### src/hdl/bitmap_sector_allocator_macros.svh
// Assertion macros shared by the allocator RTL.
// Each macro expects clk_i and rst_ni in the scope where it is used.
`ifndef BITMAP_SECTOR_ALLOCATOR_MACROS_SVH
`define BITMAP_SECTOR_ALLOCATOR_MACROS_SVH

// The consequent holds in the same cycle as the antecedent.
`define BSA_ASSERT_NOW(lbl, ante, cons, msg) \
  lbl: assert property (@(posedge clk_i) disable iff (!rst_ni) (ante) |-> (cons)) \
    else $error(msg);

// The consequent holds in the cycle after the antecedent.
`define BSA_ASSERT_NEXT(lbl, ante, cons, msg) \
  lbl: assert property (@(posedge clk_i) disable iff (!rst_ni) (ante) |=> (cons)) \
    else $error(msg);

`endif

### src/hdl/bsa_pkg.sv
package bsa_pkg;

  localparam int FILE_ID_W = 4;
  localparam int COUNT_W   = 8;

  localparam logic CMD_CREATE = 1'b0;
  localparam logic CMD_DELETE = 1'b1;

  typedef enum logic [1:0] {
    ST_OK        = 2'd0,
    ST_EXISTS    = 2'd1,
    ST_NO_SPACE  = 2'd2,
    ST_NOT_FOUND = 2'd3
  } status_e;

  typedef struct packed {
    logic                 used;
    logic [FILE_ID_W-1:0] owner;
  } sector_entry_t;

endpackage

### src/hdl/bsa_sector_ram.sv
module bsa_sector_ram import bsa_pkg::*; #(
  parameter int DEPTH = 128,
  parameter int AW    = 7
) (
  input  logic          clk_i,
  input  logic          wr_en_i,
  input  logic [AW-1:0] wr_addr_i,
  input  sector_entry_t wr_entry_i,
  input  logic [AW-1:0] rd_addr_i,
  output sector_entry_t rd_entry_o
);

  sector_entry_t mem [DEPTH];

  always_ff @(posedge clk_i) begin
    if (wr_en_i) begin
      mem[wr_addr_i] <= wr_entry_i;
    end
  end

  always_ff @(posedge clk_i) begin
    rd_entry_o <= mem[rd_addr_i];
  end

endmodule

### src/hdl/bitmap_sector_allocator.sv
// An accepted create or delete walks the sector table one entry per cycle (S_SCAN), then
// updates the free count and file valid bit (S_FIN) and registers its result (S_DONE);
// a rejected item goes straight to S_DONE. No new input beat is taken until the result is
// registered at the output, and a result beat held by out_stall_i holds the block too.
// Reset: rst_ni clears control state, then a pass over every sector writes the table
// (reserved sectors marked used) while no input beat is taken.
module bitmap_sector_allocator import bsa_pkg::*; #(
  parameter int SECTORS   = 128,
  parameter int RESERVED  = 16,
  parameter int MAX_FILES = 16
) (
  input  logic                 clk_i,
  input  logic                 rst_ni,
  input  logic                 in_valid_i,
  output logic                 in_stall_o,
  input  logic                 cmd_i,
  input  logic [FILE_ID_W-1:0] file_id_i,
  input  logic [COUNT_W-1:0]   sector_count_i,
  output logic                 out_valid_o,
  input  logic                 out_stall_i,
  output logic [1:0]           status_o,
  output logic [COUNT_W-1:0]   granted_count_o,
  output logic [COUNT_W-1:0]   free_count_o
);

`include "bitmap_sector_allocator_macros.svh"

  localparam int AW        = $clog2(SECTORS);
  localparam int CW        = $clog2(SECTORS + 1);
  localparam int CMP_W     = (CW > COUNT_W) ? CW : COUNT_W;
  localparam int IDX_W     = $clog2(MAX_FILES);
  localparam int RED_STEPS = ((2 ** FILE_ID_W) - 1) / MAX_FILES;

  typedef enum logic [2:0] {
    S_INIT,
    S_IDLE,
    S_SCAN,
    S_FIN,
    S_DONE
  } state_e;

  state_e                 state_q;
  logic [AW-1:0]          idx_q;
  logic                   cmd_q;
  logic [FILE_ID_W-1:0]   fid_q;
  logic [COUNT_W-1:0]     want_q;
  logic [CW-1:0]          granted_q;
  status_e                status_q;
  logic [CW-1:0]          free_q;
  logic [MAX_FILES-1:0]   file_valid_q;
  logic                   out_valid_q;
  status_e                status_out_q;
  logic [COUNT_W-1:0]     granted_out_q;
  logic [COUNT_W-1:0]     free_out_q;

  logic [FILE_ID_W-1:0]   fid_in;
  logic [IDX_W-1:0]       fidx_in;
  logic [IDX_W-1:0]       fidx_q;
  logic                   in_accept;
  logic                   out_free;
  logic                   last_idx;
  logic                   claim;
  logic                   free_hit;
  logic [AW-1:0]          rd_addr;
  logic                   wr_en;
  sector_entry_t          wr_entry;
  sector_entry_t          rd_entry;

  // The file id wraps modulo MAX_FILES by repeated subtraction.
  always_comb begin
    fid_in = file_id_i;
    for (int k = 0; k < RED_STEPS; k++) begin
      if (32'(fid_in) >= MAX_FILES) begin
        fid_in = fid_in - FILE_ID_W'(MAX_FILES);
      end
    end
  end

  assign fidx_in   = IDX_W'(fid_in);
  assign fidx_q    = IDX_W'(fid_q);
  assign in_accept = in_valid_i && (state_q == S_IDLE);
  assign out_free  = !out_valid_q || !out_stall_i;
  assign last_idx  = (idx_q == AW'(SECTORS - 1));

  always_comb begin
    rd_addr  = '0;
    wr_en    = 1'b0;
    wr_entry = '{used: 1'b0, owner: '0};
    claim    = 1'b0;
    free_hit = 1'b0;
    case (state_q)
      S_INIT: begin
        wr_en         = 1'b1;
        wr_entry.used = (32'(idx_q) < RESERVED);
      end
      S_SCAN: begin
        rd_addr = idx_q + AW'(1);
        if (cmd_q == CMD_CREATE) begin
          claim    = !rd_entry.used && (CMP_W'(granted_q) < CMP_W'(want_q));
          wr_en    = claim;
          wr_entry = '{used: 1'b1, owner: fid_q};
        end else begin
          free_hit = (32'(idx_q) >= RESERVED) && rd_entry.used && (rd_entry.owner == fid_q);
          wr_en    = free_hit;
          wr_entry = '{used: 1'b0, owner: rd_entry.owner};
        end
      end
      default: ;
    endcase
  end

  bsa_sector_ram #(
    .DEPTH (SECTORS),
    .AW    (AW)
  ) u_ram (
    .clk_i      (clk_i),
    .wr_en_i    (wr_en),
    .wr_addr_i  (idx_q),
    .wr_entry_i (wr_entry),
    .rd_addr_i  (rd_addr),
    .rd_entry_o (rd_entry)
  );

  always_ff @(posedge clk_i or negedge rst_ni) begin
    if (!rst_ni) begin
      state_q       <= S_INIT;
      idx_q         <= '0;
      cmd_q         <= CMD_CREATE;
      fid_q         <= '0;
      want_q        <= '0;
      granted_q     <= '0;
      status_q      <= ST_OK;
      free_q        <= CW'(SECTORS - RESERVED);
      file_valid_q  <= '0;
      out_valid_q   <= 1'b0;
      status_out_q  <= ST_OK;
      granted_out_q <= '0;
      free_out_q    <= '0;
    end else begin
      if (out_valid_q && !out_stall_i && (state_q != S_DONE)) begin
        out_valid_q <= 1'b0;
      end
      case (state_q)
        S_INIT: begin
          if (last_idx) begin
            idx_q   <= '0;
            state_q <= S_IDLE;
          end else begin
            idx_q <= idx_q + AW'(1);
          end
        end
        S_IDLE: begin
          if (in_accept) begin
            cmd_q     <= cmd_i;
            fid_q     <= fid_in;
            want_q    <= sector_count_i;
            granted_q <= '0;
            idx_q     <= '0;
            if ((cmd_i == CMD_CREATE) && file_valid_q[fidx_in]) begin
              status_q <= ST_EXISTS;
              state_q  <= S_DONE;
            end else if ((cmd_i == CMD_CREATE) &&
                         (CMP_W'(sector_count_i) > CMP_W'(free_q))) begin
              status_q <= ST_NO_SPACE;
              state_q  <= S_DONE;
            end else if ((cmd_i == CMD_DELETE) && !file_valid_q[fidx_in]) begin
              status_q <= ST_NOT_FOUND;
              state_q  <= S_DONE;
            end else begin
              status_q <= ST_OK;
              state_q  <= S_SCAN;
            end
          end
        end
        S_SCAN: begin
          if (claim || free_hit) begin
            granted_q <= granted_q + CW'(1);
          end
          if (last_idx) begin
            idx_q   <= '0;
            state_q <= S_FIN;
          end else begin
            idx_q <= idx_q + AW'(1);
          end
        end
        S_FIN: begin
          if (cmd_q == CMD_CREATE) begin
            free_q               <= free_q - granted_q;
            file_valid_q[fidx_q] <= 1'b1;
          end else begin
            free_q               <= free_q + granted_q;
            file_valid_q[fidx_q] <= 1'b0;
          end
          state_q <= S_DONE;
        end
        S_DONE: begin
          if (out_free) begin
            out_valid_q   <= 1'b1;
            status_out_q  <= status_q;
            granted_out_q <= COUNT_W'(granted_q);
            free_out_q    <= COUNT_W'(free_q);
            state_q       <= S_IDLE;
          end
        end
        default: state_q <= S_IDLE;
      endcase
    end
  end

  assign in_stall_o      = (state_q != S_IDLE);
  assign out_valid_o     = out_valid_q;
  assign status_o        = status_out_q;
  assign granted_count_o = granted_out_q;
  assign free_count_o    = free_out_q;

  `BSA_ASSERT_NOW(a_free_bound, 1'b1, 32'(free_q) <= SECTORS - RESERVED,
                  "free count too large")
  `BSA_ASSERT_NEXT(a_accept_busy, in_valid_i && !in_stall_o, in_stall_o,
                   "beat taken while busy")
  `BSA_ASSERT_NOW(a_create_exact, state_q == S_FIN && cmd_q == CMD_CREATE,
                  CMP_W'(granted_q) == CMP_W'(want_q), "create granted wrong count")
  `BSA_ASSERT_NEXT(a_done_hands_off, state_q == S_DONE && out_free,
                   out_valid_q && state_q == S_IDLE, "result not handed off")

endmodule
### config.mk
export PLATFORM = sky130hd
export DESIGN_NAME = bitmap_sector_allocator
export DESIGN_NICKNAME = d
export VERILOG_FILES = /design/src/hdl/bsa_pkg.sv /design/src/hdl/bsa_sector_ram.sv /design/src/hdl/bitmap_sector_allocator.sv
export VERILOG_INCLUDE_DIRS = /design/src /design/src/hdl
export SDC_FILE = /design/constraint.sdc
export NUM_CORES = 1
export LEC_CHECK = 0
export BUFFER_PORTS_ARGS = -buffer_cell sky130_fd_sc_hd__buf_2
export CAP_MARGIN = 15
export CORE_MARGIN = 5
export CORE_UTILIZATION = 60
export DETAILED_ROUTE_END_ITERATION = 16
export MAX_ROUTING_LAYER = met4
export PLACE_DENSITY = 0.79
export SLEW_MARGIN = 30
export SYNTH_ARGS = -nofsm -noshare
export SYNTH_HDL_FRONTEND = slang
export SYNTH_SLANG_ARGS = --single-unit
### constraint.sdc
create_clock -name clk_i -period 8.8 [get_ports clk_i]
set_input_delay 0.44 -clock clk_i [delete_from_list [all_inputs] [get_ports clk_i]]
set_output_delay 0.44 -clock clk_i [all_outputs]
set_load 0.01 [all_outputs]
Word-level counts from Yosys, hierarchy flattened

Memories as Yosys holds them, arrays and structs flattened. A register that Yosys moved wholly into a read port is not among the register bits.
Index checks and enable logic that the tools add are counted.

Logic and storage cells: 105
Bits in writable memories: 640
Memories kept: 1
Bits in registers: 76

Add/subtract/negate cells: 4
Mux-type cells: 38
Bitwise gates (word level): 4
$lt $le $gt $ge: 7
Equality and inequality tests: 13
Reduce and logical (&&, ||, !) cells: 25

Memories:

| memory    | words | bits a word | rd ports | clocked after memory_dff | wr ports | RTL line             | source |
|---|---|---|---|---|---|---|---|
| u_ram.mem | 128   | 5           | 1        | 1                        | 1        | bsa_sector_ram.sv:13 | `sector_entry_t mem [DEPTH];` |

Operators by type and width:

| operator                                                   | number |
|---|---|
| 2-to-1 mux 8 bit                                           | 3 |
| 2-to-1 mux 3 bit                                           | 7 |
| 2-to-1 mux 7 bit                                           | 3 |
| AND 16 bit                                                 | 1 |
| 2-to-1 mux 16 bit                                          | 1 |
| NOT 16 bit                                                 | 1 |
| OR 16 bit                                                  | 1 |
| one-hot mux 8 bit (2 select lines)                         | 1 |
| one-hot mux 3 bit (5 select lines)                         | 1 |
| one-hot mux 7 bit (2 select lines)                         | 1 |
| 2-to-1 mux 1 bit                                           | 12 |
| logical AND 1 bit                                          | 10 |
| less-than comparator 4 x 5 -> 1 bit, second input constant | 2 |
| != test 2 bit, second input constant                       | 5 |
| adder 8 x 1 -> 8 bit, second input constant                | 1 |
| adder 8 bit                                                | 1 |
| > comparator 8 bit                                         | 1 |
| less-than comparator 8 bit                                 | 1 |
| subtractor 8 bit                                           | 1 |
| adder 7 x 1 -> 7 bit, second input constant                | 1 |
| == test 7 bit, second input constant                       | 1 |
| >= comparator 7 x 5 -> 1 bit, second input constant        | 1 |
| less-than comparator 7 x 5 -> 1 bit, second input constant | 1 |
| == test 3 x 2 -> 1 bit, second input constant              | 2 |
| other kinds (21)                                           | 31 |

Depth between registers and ports, before layout

Gate-level depths: netlist of run 1.

Word-level depth: 9
Depth in mapped cells: 16
Mapped depth without buffers: 13

By module

From an unflattened synthesis of run 1, not the netlist that was laid out.

Cells, all modules: 1544
Area, all modules: 29338.1 um^2

Modules (own cells, without submodules):

| module                  | area each (um^2) | instances | cells each |
|---|---|---|---|
| bsa_sector_ram          | 25060.3          | 1         | 1090 |
| bitmap_sector_allocator | 4277.9           | 1         | 454 |

Worst setup path before layout of run 1

Ideal clock, no wire load.

Kind: register to register
From: reg state_q[0]
To: mem u_ram.mem[0][0] (netlist bit) (data pin)
Arrival time: 4.177 ns
Period minus slack after synthesis: 4.973 ns
Setup time: 0.796 ns
Data required time: 8.004 ns
Cell stages (with the launch flop): 6
Path buffers: 3
Slack: 3.827 ns
Path through: dfrtp_1 -> buf_6 -> or3b_1 -> buf_6 -> clkbuf_1 -> nor2_1

RTL lines:

| what                   | RTL line                       | source |
|---|---|---|
| from (decl)            | bitmap_sector_allocator.sv:42  | `state_e state_q;` |
| from (signal assigned) | bitmap_sector_allocator.sv:126 | `state_q <= S_INIT;` |
| from (signal assigned) | bitmap_sector_allocator.sv:147 | `state_q <= S_IDLE;` |
| from (signal assigned) | bitmap_sector_allocator.sv:161 | `state_q <= S_DONE;` |
| to (decl)              | bsa_sector_ram.sv:13           |  |

Final worst setup path of run 1

From: reg idx_q[0]
To: reg u_ram.rd_entry_o[2] (netlist name)

Cells in the longest elaborated chain, start to end: 2

RTL lines:

| what                   | RTL line                       | source |
|---|---|---|
| from (decl)            | bitmap_sector_allocator.sv:43  | `logic [AW-1:0] idx_q;` |
| from (signal assigned) | bitmap_sector_allocator.sv:149 | `idx_q <= idx_q + AW'(1);` |
| from (signal assigned) | bitmap_sector_allocator.sv:183 | `idx_q <= idx_q + AW'(1);` |
| adder 7 x 1 -> 7 bit   | bitmap_sector_allocator.sv:97  | `rd_addr = idx_q + AW'(1);` |
| 2-to-1 mux 7 bit       | bitmap_sector_allocator.sv:91  | `case (state_q)` |

No other way between the ends.
A chain may end at the register's enable or synchronous reset.

==> results.py, run 1 <==
metrics = {
    "die": {
        "io-pin-count": 37,
        "initial_core_util": 0.609,
        "core-area_um2": 50300,
        "rows": 82,
        "die_area_um2": 55600,
        "die_h_um": 236,
        "die_w_um": 236,
    },
    "placement": {
        "place_inst": 2750,
        "place_hpwl_um": 44600,
        "place_ws_ns": 4.03,
        "place_area_um2": 31500,
        "place_congestion": 0.896,
        "port_buffers": 36,
    },
    "clock_tree": {
        "cts_buffers": 71,
        "cts_sinks": 721,
        "cts_hold_buf": 0,
        "cts_resized": 0,
        "htreeDepth": 3,
        "post-cts-setup-buffers": 0,
        "cts.root.buffer_cell": "clkbuf_16",
        "clk_pin_slew_worst_paths_ns": 0.07,
        "tritoncts": "built",
        "cts.path.max_buffers": 3,
        "worstSkewPairLatency_ns": 0.62,
    },
    "logic_synthesis": {
        "ys_warn_count": 0,
        "syn_avg_cell_area_um2": 14.1,
        "syn_area_um2": 30600,
        "netlist.area_leader.share": 0.628,
        "netlist_instances": 2168,
        "synthesis.nets": 2213,
        "synth_edf_count": 640,
        "synth_area_leaders": "edfxtp_1 (63%), dfrtp_1 (6.0%), mux4_2 (5.4%), nand2_1 (4.3%), mux2i_1 (1.6%)",
        "synth_area_leader_cell": "edfxtp_1",
        "synthArstFlopShare": 0.105,
        "ys.flop_type": "edfxtp_1",
        "ys_seq_elements": 721,
        "synth.distinct_cells": 70,
        "ys_seq_area_frac": 0.693,
    },
    "final_layout": {
        "final_core_util": 0.675,
        "nFillCells": 3270,
        "final_cell_area_um2": 33900,
        "stdcell_count": 2876,
        "final_cell_mix": "edfxtp_1 (640), nand2_1 (345), nand3_1 (85)",
        "diodes": 0,
        "drive_gt1_frac": 0.159,
        "nets": 2197,
        "final_common_cell": "edfxtp_1",
        "area_growth_syn_to_layout_pct": 10.8,
    },
    "setup_path": {
        "cp.required_ns": 9.29,
        "cp_max_fo": 61,
        "crit_type": "reg -> reg",
        "critPathLaunch": "idx_q[0]",
        "r2r_cells": 9,
        "cp.arrival_ns": 5.29,
        "cp-start-kind": "flip-flop",
        "cp-end-kind": "flip-flop",
        "reg2reg_from": "idx_q[0]",
    },
    "global_routing": {
        "grtUsageTotal": 0.272,
        "overflow": 0,
        "grt_pass1_wl_um": 114000,
        "antenna_found_initial": 0,
        "grt_pass1_vias": 19200,
        "grt_max_degree": 109,
    },
    "power_and_ir_drop": {
        "leakage_nw": 11.8,
        "vdd_drop_max_v": 0.000336,
        "report.power.total_mw": 10.2,
        "power_density_nw_per_um2": 301,
    },
    "sta": {
        "clock_skew_ns": 0.0353,
        "drv_slew": 0,
        "tightest_slew_ns": 1.08,
        "maxSlewHeadroom": 0.280,
        "finalCriticalPeriod_ns": 4.79,
        "clock.fmax_mhz": 209,
        "fin_ws_ns": 4.01,
        "setup_tns_ns": 0,
        "fin_hold_ws_ns": 0.0687,
        "timing.final.crit_share": 0.545,
        "rsz0062_at_grt": "false",
        "hold_violations": 0,
        "setup_viol": 0,
    },
    "routing": {
        "drt_pass1_iterations": 7,
        "ant_nets": 0,
        "num_vias": 19500,
        "post_drt_wl_per_cell_um": 26.0,
        "drtIter0Drc": 2537,
        "drt-total-wl_um": 74800,
        "via_per_inst": 6.79,
        "route.detailed.drc": 0,
    },
    "worst_hold_path": {
        "hold_class": "in -> reg",
        "whs_path_depth": 3,
        "hold_path_startpoint": "file_id_i[3]",
    },
    "run_status": {
        "outcome": "finished clean",
    },
    "job": {
        "drv_cap": 0,
    },
}
cell type report:
cell class / instances / area [µm²] / share of cell area
Clock buffer: 91 / 1950 / 0.0575
Clock inverter: 34 / 434 / 0.0128
Inverter: 28 / 105 / 0.00310
Multi-Input combinational cell: 1254 / 8860 / 0.261
Sequential cell: 721 / 21200 / 0.626
Tap cell: 672 / 841 / 0.0248
Timing Repair Buffer: 76 / 508 / 0.0150
layer usage:
layer | global-route usage | routed length [µm] | vias to the layer above
li1 | - | - | 8302
met1 | 0.360 | 27400 | 9641
met2 | 0.419 | 35700 | 1364
met3 | 0.0599 | 8680 | 232
met4 | 0.108 | 3060 | 0
met5 | - | 0 | -
registers in the layout (all words and copies together) (netlist names), 5 cells and up, named ones only:
name,count
granted_q,8
free_count_o,8
want_q,8
u_ram.mem,640
idx_q,7
free_q,8
u_ram.rd_entry_o,5
granted_count_o,8
critical path: stages (launching register included):
cell and delay, ns:
dfrtp_4 0.94, buf_4 0.66, or4b_4 0.71, buf_4 0.74, mux4_2 0.60, nand2_1 0.11
a311oi_1 0.20, a21boi_0 0.22, a2111oi_2 0.24, o211ai_1 0.14
kinds of logic (layout without fill, tap and decap cells):
family | Yosys count | after routing | synth area share
XOR/XNOR | 21 | 21 | 0.00601
buffers and inverters | 193 | 229 | 0.0293
AND/OR/NAND/NOR | 729 | 729 | 0.111
adder cells (fa/ha/maj) | 28 | 28 | 0.0117
flip-flops | 721 | 721 | 0.693
AO/OA/AOI/OAI | 339 | 339 | 0.0734
multiplexers | 137 | 137 | 0.0753
where the power goes:
| group | total (mW) | internal [mW] | switching [mW] |
|---|---|---|---|
| Sequential | 4.47 | 4.25 | 0.219 |
| Combinational | 2.64 | 0.796 | 1.85 |
| Clock | 3.12 | 1.86 | 1.25 |
| Total | 10.2 | 6.90 | 3.32 |
path summary, 6_finish.rpt:
| check | end | slack (ns) |
|---|---|---|
| worst min-delay path | fid_q[3] | 0.07 |
| worst min register to register | free_count_o[2] | 0.47 |
| min in group asynchronous | free_q[2] | 0.45 |
| worst max-delay path | u_ram.rd_entry_o[2] | 4.01 |
| max in group asynchronous | idx_q[0] | 7.78 |
| worst max register to register | u_ram.rd_entry_o[2] | 4.01 |
cell usage after synthesis, drive strengths merged, types with 31 or more instances:
| cell | instances |
|---|---|
| mux2i | 48 |
| dfrtp | 73 |
| buf | 84 |
| clkbuf | 81 |
| a21oi | 82 |
| nor2 | 58 |
| mux4 | 73 |
| edfxtp | 640 |
| nand3 | 86 |
| nor3 | 83 |
| nor4 | 50 |
| a311oi | 35 |
| and3 | 31 |
| a31oi | 33 |
| nand2 | 349 |
| o21ai | 69 |
(Power assumes the default switching activity.)
==> run 2, diff against run 1 <==
clock period = 5 ns   (was 8.8 ns; I/O delays follow)
==> run 2 against run 1 <==
Final area is 0.14% higher; first-iteration DRC count increased by 9.7%; fmax rose by 28%; cell count grew 0.90%; register-to-register slack got worse by 2.8 ns; count of clock-buffer cells in the layout decreased by 5; total power increased by 74%; largest power group unchanged; worst setup slack got worse by 2.8 ns; critical path depth unchanged; largest cell class unchanged.
==> results.py, run 2 (synthesis gave the netlist of run 1 again) <==
metrics = {
    "run_status": {
        "outcome": "finished clean",
    },
    "final_layout": {
        "area_growth_syn_to_layout_pct": 11.0,
        "stdcell_count": 2902,
        "regMostFlops": "u_ram.mem",
        "largest_reg_flops": 640,
        "multi_input_area_um2": 8760,
        "nFillCells": 3318,
        "diodes": 0,
        "final_cell_area_um2": 34000,
        "drive_gt1_frac": 0.152,
        "final_core_util": 0.676,
        "final_common_cell": "edfxtp_1",
        "ff_latch_area_um2": 21200,
        "nets": 2225,
        "final_cell_mix": "edfxtp_1 (640), nand2_1 (346), nand3_1 (85)",
    },
    "placement": {
        "port_buffers": 36,
        "place_hpwl_um": 46700,
        "place_ws_ns": 1.22,
        "place_area_um2": 31400,
        "place_inst": 2762,
        "place_congestion": 0.897,
    },
    "sta": {
        "maxSlewHeadroom": 0.298,
        "clock.fmax_mhz": 266,
        "rsz0062_at_grt": "false",
        "fin_hold_ws_ns": 0.246,
        "drv_slew": 0,
        "hold_violations": 0,
        "finalCriticalPeriod_ns": 3.76,
        "clock_skew_ns": 0.0256,
        "tightest_slew_ns": 1.04,
        "fin_ws_ns": 1.24,
        "setup_viol": 0,
        "setup_tns_ns": 0,
        "timing.final.crit_share": 0.751,
    },
    "power_and_ir_drop": {
        "power_density_nw_per_um2": 523,
        "report.power.total_mw": 17.8,
        "leakage_nw": 11.8,
        "vdd_drop_max_v": 0.000819,
    },
    "setup_path": {
        "reg2reg_slack_ns": 1.24,
        "cp.required_ns": 5.23,
        "crit_type": "reg -> reg",
        "cp-end-kind": "flip-flop",
        "cp-start-kind": "flip-flop",
        "cp.arrival_ns": 3.99,
        "cp_max_fo": 112,
    },
    "routing": {
        "via_per_inst": 6.81,
        "num_vias": 19800,
        "drtIter0Drc": 2783,
        "route.detailed.drc": 0,
        "ant_nets": 0,
        "post_drt_wl_per_cell_um": 26.6,
        "drt-total-wl_um": 77300,
        "drt_pass1_iterations": 6,
    },
    "global_routing": {
        "top_usage_layer": "met2",
        "use_met3": 0.0663,
        "antenna_found_initial": 0,
        "grt_use_met2": 0.430,
        "overflow": 0,
        "grt_pass1_wl_um": 118000,
        "grt_use_met1": 0.372,
        "grtUsageTotal": 0.282,
        "grt_max_degree": 113,
        "grt_pass1_vias": 19200,
    },
    "clock_tree": {
        "clk_pin_slew_worst_paths_ns": 0.06,
        "cts_resized": 0,
        "cts_sinks": 721,
        "tritoncts": "built",
        "htreeDepth": 3,
        "cts.root.buffer_cell": "clkbuf_16",
        "worstSkewPairLatency_ns": 0.62,
        "cts_buffers": 71,
        "cts.path.max_buffers": 3,
    },
    "die": {
        "rows": 82,
        "io-pin-count": 37,
        "die_h_um": 236,
        "initial_core_util": 0.609,
        "die_w_um": 236,
        "core-area_um2": 50300,
        "die_area_um2": 55600,
    },
    "worst_hold_path": {
        "hold_class": "in -> async",
    },
    "job": {
        "drv_cap": 0,
    },
}
run 2: cell count changes in the layout (fill, tap and decap cells not counted), sizes merged:
cell / previous run / this run
dlygate4sd3: 1 / 16
buf: 75 / 88
bufinv: 10 / 3
clkinv: 23 / 30
clkbuf: 91 / 86
inv: 29 / 31
clkinvlp: 0 / 1
run 2: power breakdown:
group	internal (mW)	switching, mW
clock	2.82	2.20
combinational	1.51	3.44
sequential	7.47	0.351
run 2: worst paths after layout:
kind	from	endpoint	cells after the start
setup / recovery	granted_q[4]	u_ram.mem[4][1]	9
hold / removal	rst_ni	free_q[2]	2
setup reg to reg	granted_q[4]	u_ram.mem[4][1]	9
hold reg to reg	free_count_o[4]	free_count_o[4]	2
max in group asynchronous	rst_ni	idx_q[0]	2
min in group clk_i	file_id_i[3]	fid_q[3]	4
run 2: critical path, cell delays in order (launching register included):
cell,delay [ns]
dfrtp_1,0.52
ha_1,0.31
a21o_1,0.16
a21o_1,0.17
a21oi_1,0.14
o21ai_1,0.10
a2111oi_2,0.53
nor3b_2,0.14
buf_12,0.28
nor4_1,0.91
run 2: layout make-up:
class                           instances  share of cell area
Sequential cell                       721               0.625
Multi-Input combinational cell       1254               0.258
Clock buffer                           86              0.0549
Timing Repair Buffer                  104              0.0263
Tap cell                              672              0.0247
Clock inverter                         37             0.00829
Inverter                               28             0.00309
run 2: repair_timing:
action | in CTS | in global routing
hold buffers | 16 | 0
setup buffers | 0 | 0
endpoints found under the hold margin | 89 | 0
run 2: layer usage:
layer / vias to the layer above / wire length (µm)
met3: 276 / 9540
met4: 0 / 3830
met2: 1473 / 36600
li1: 8355 / -
met1: 9646 / 27400
met5: - / 0
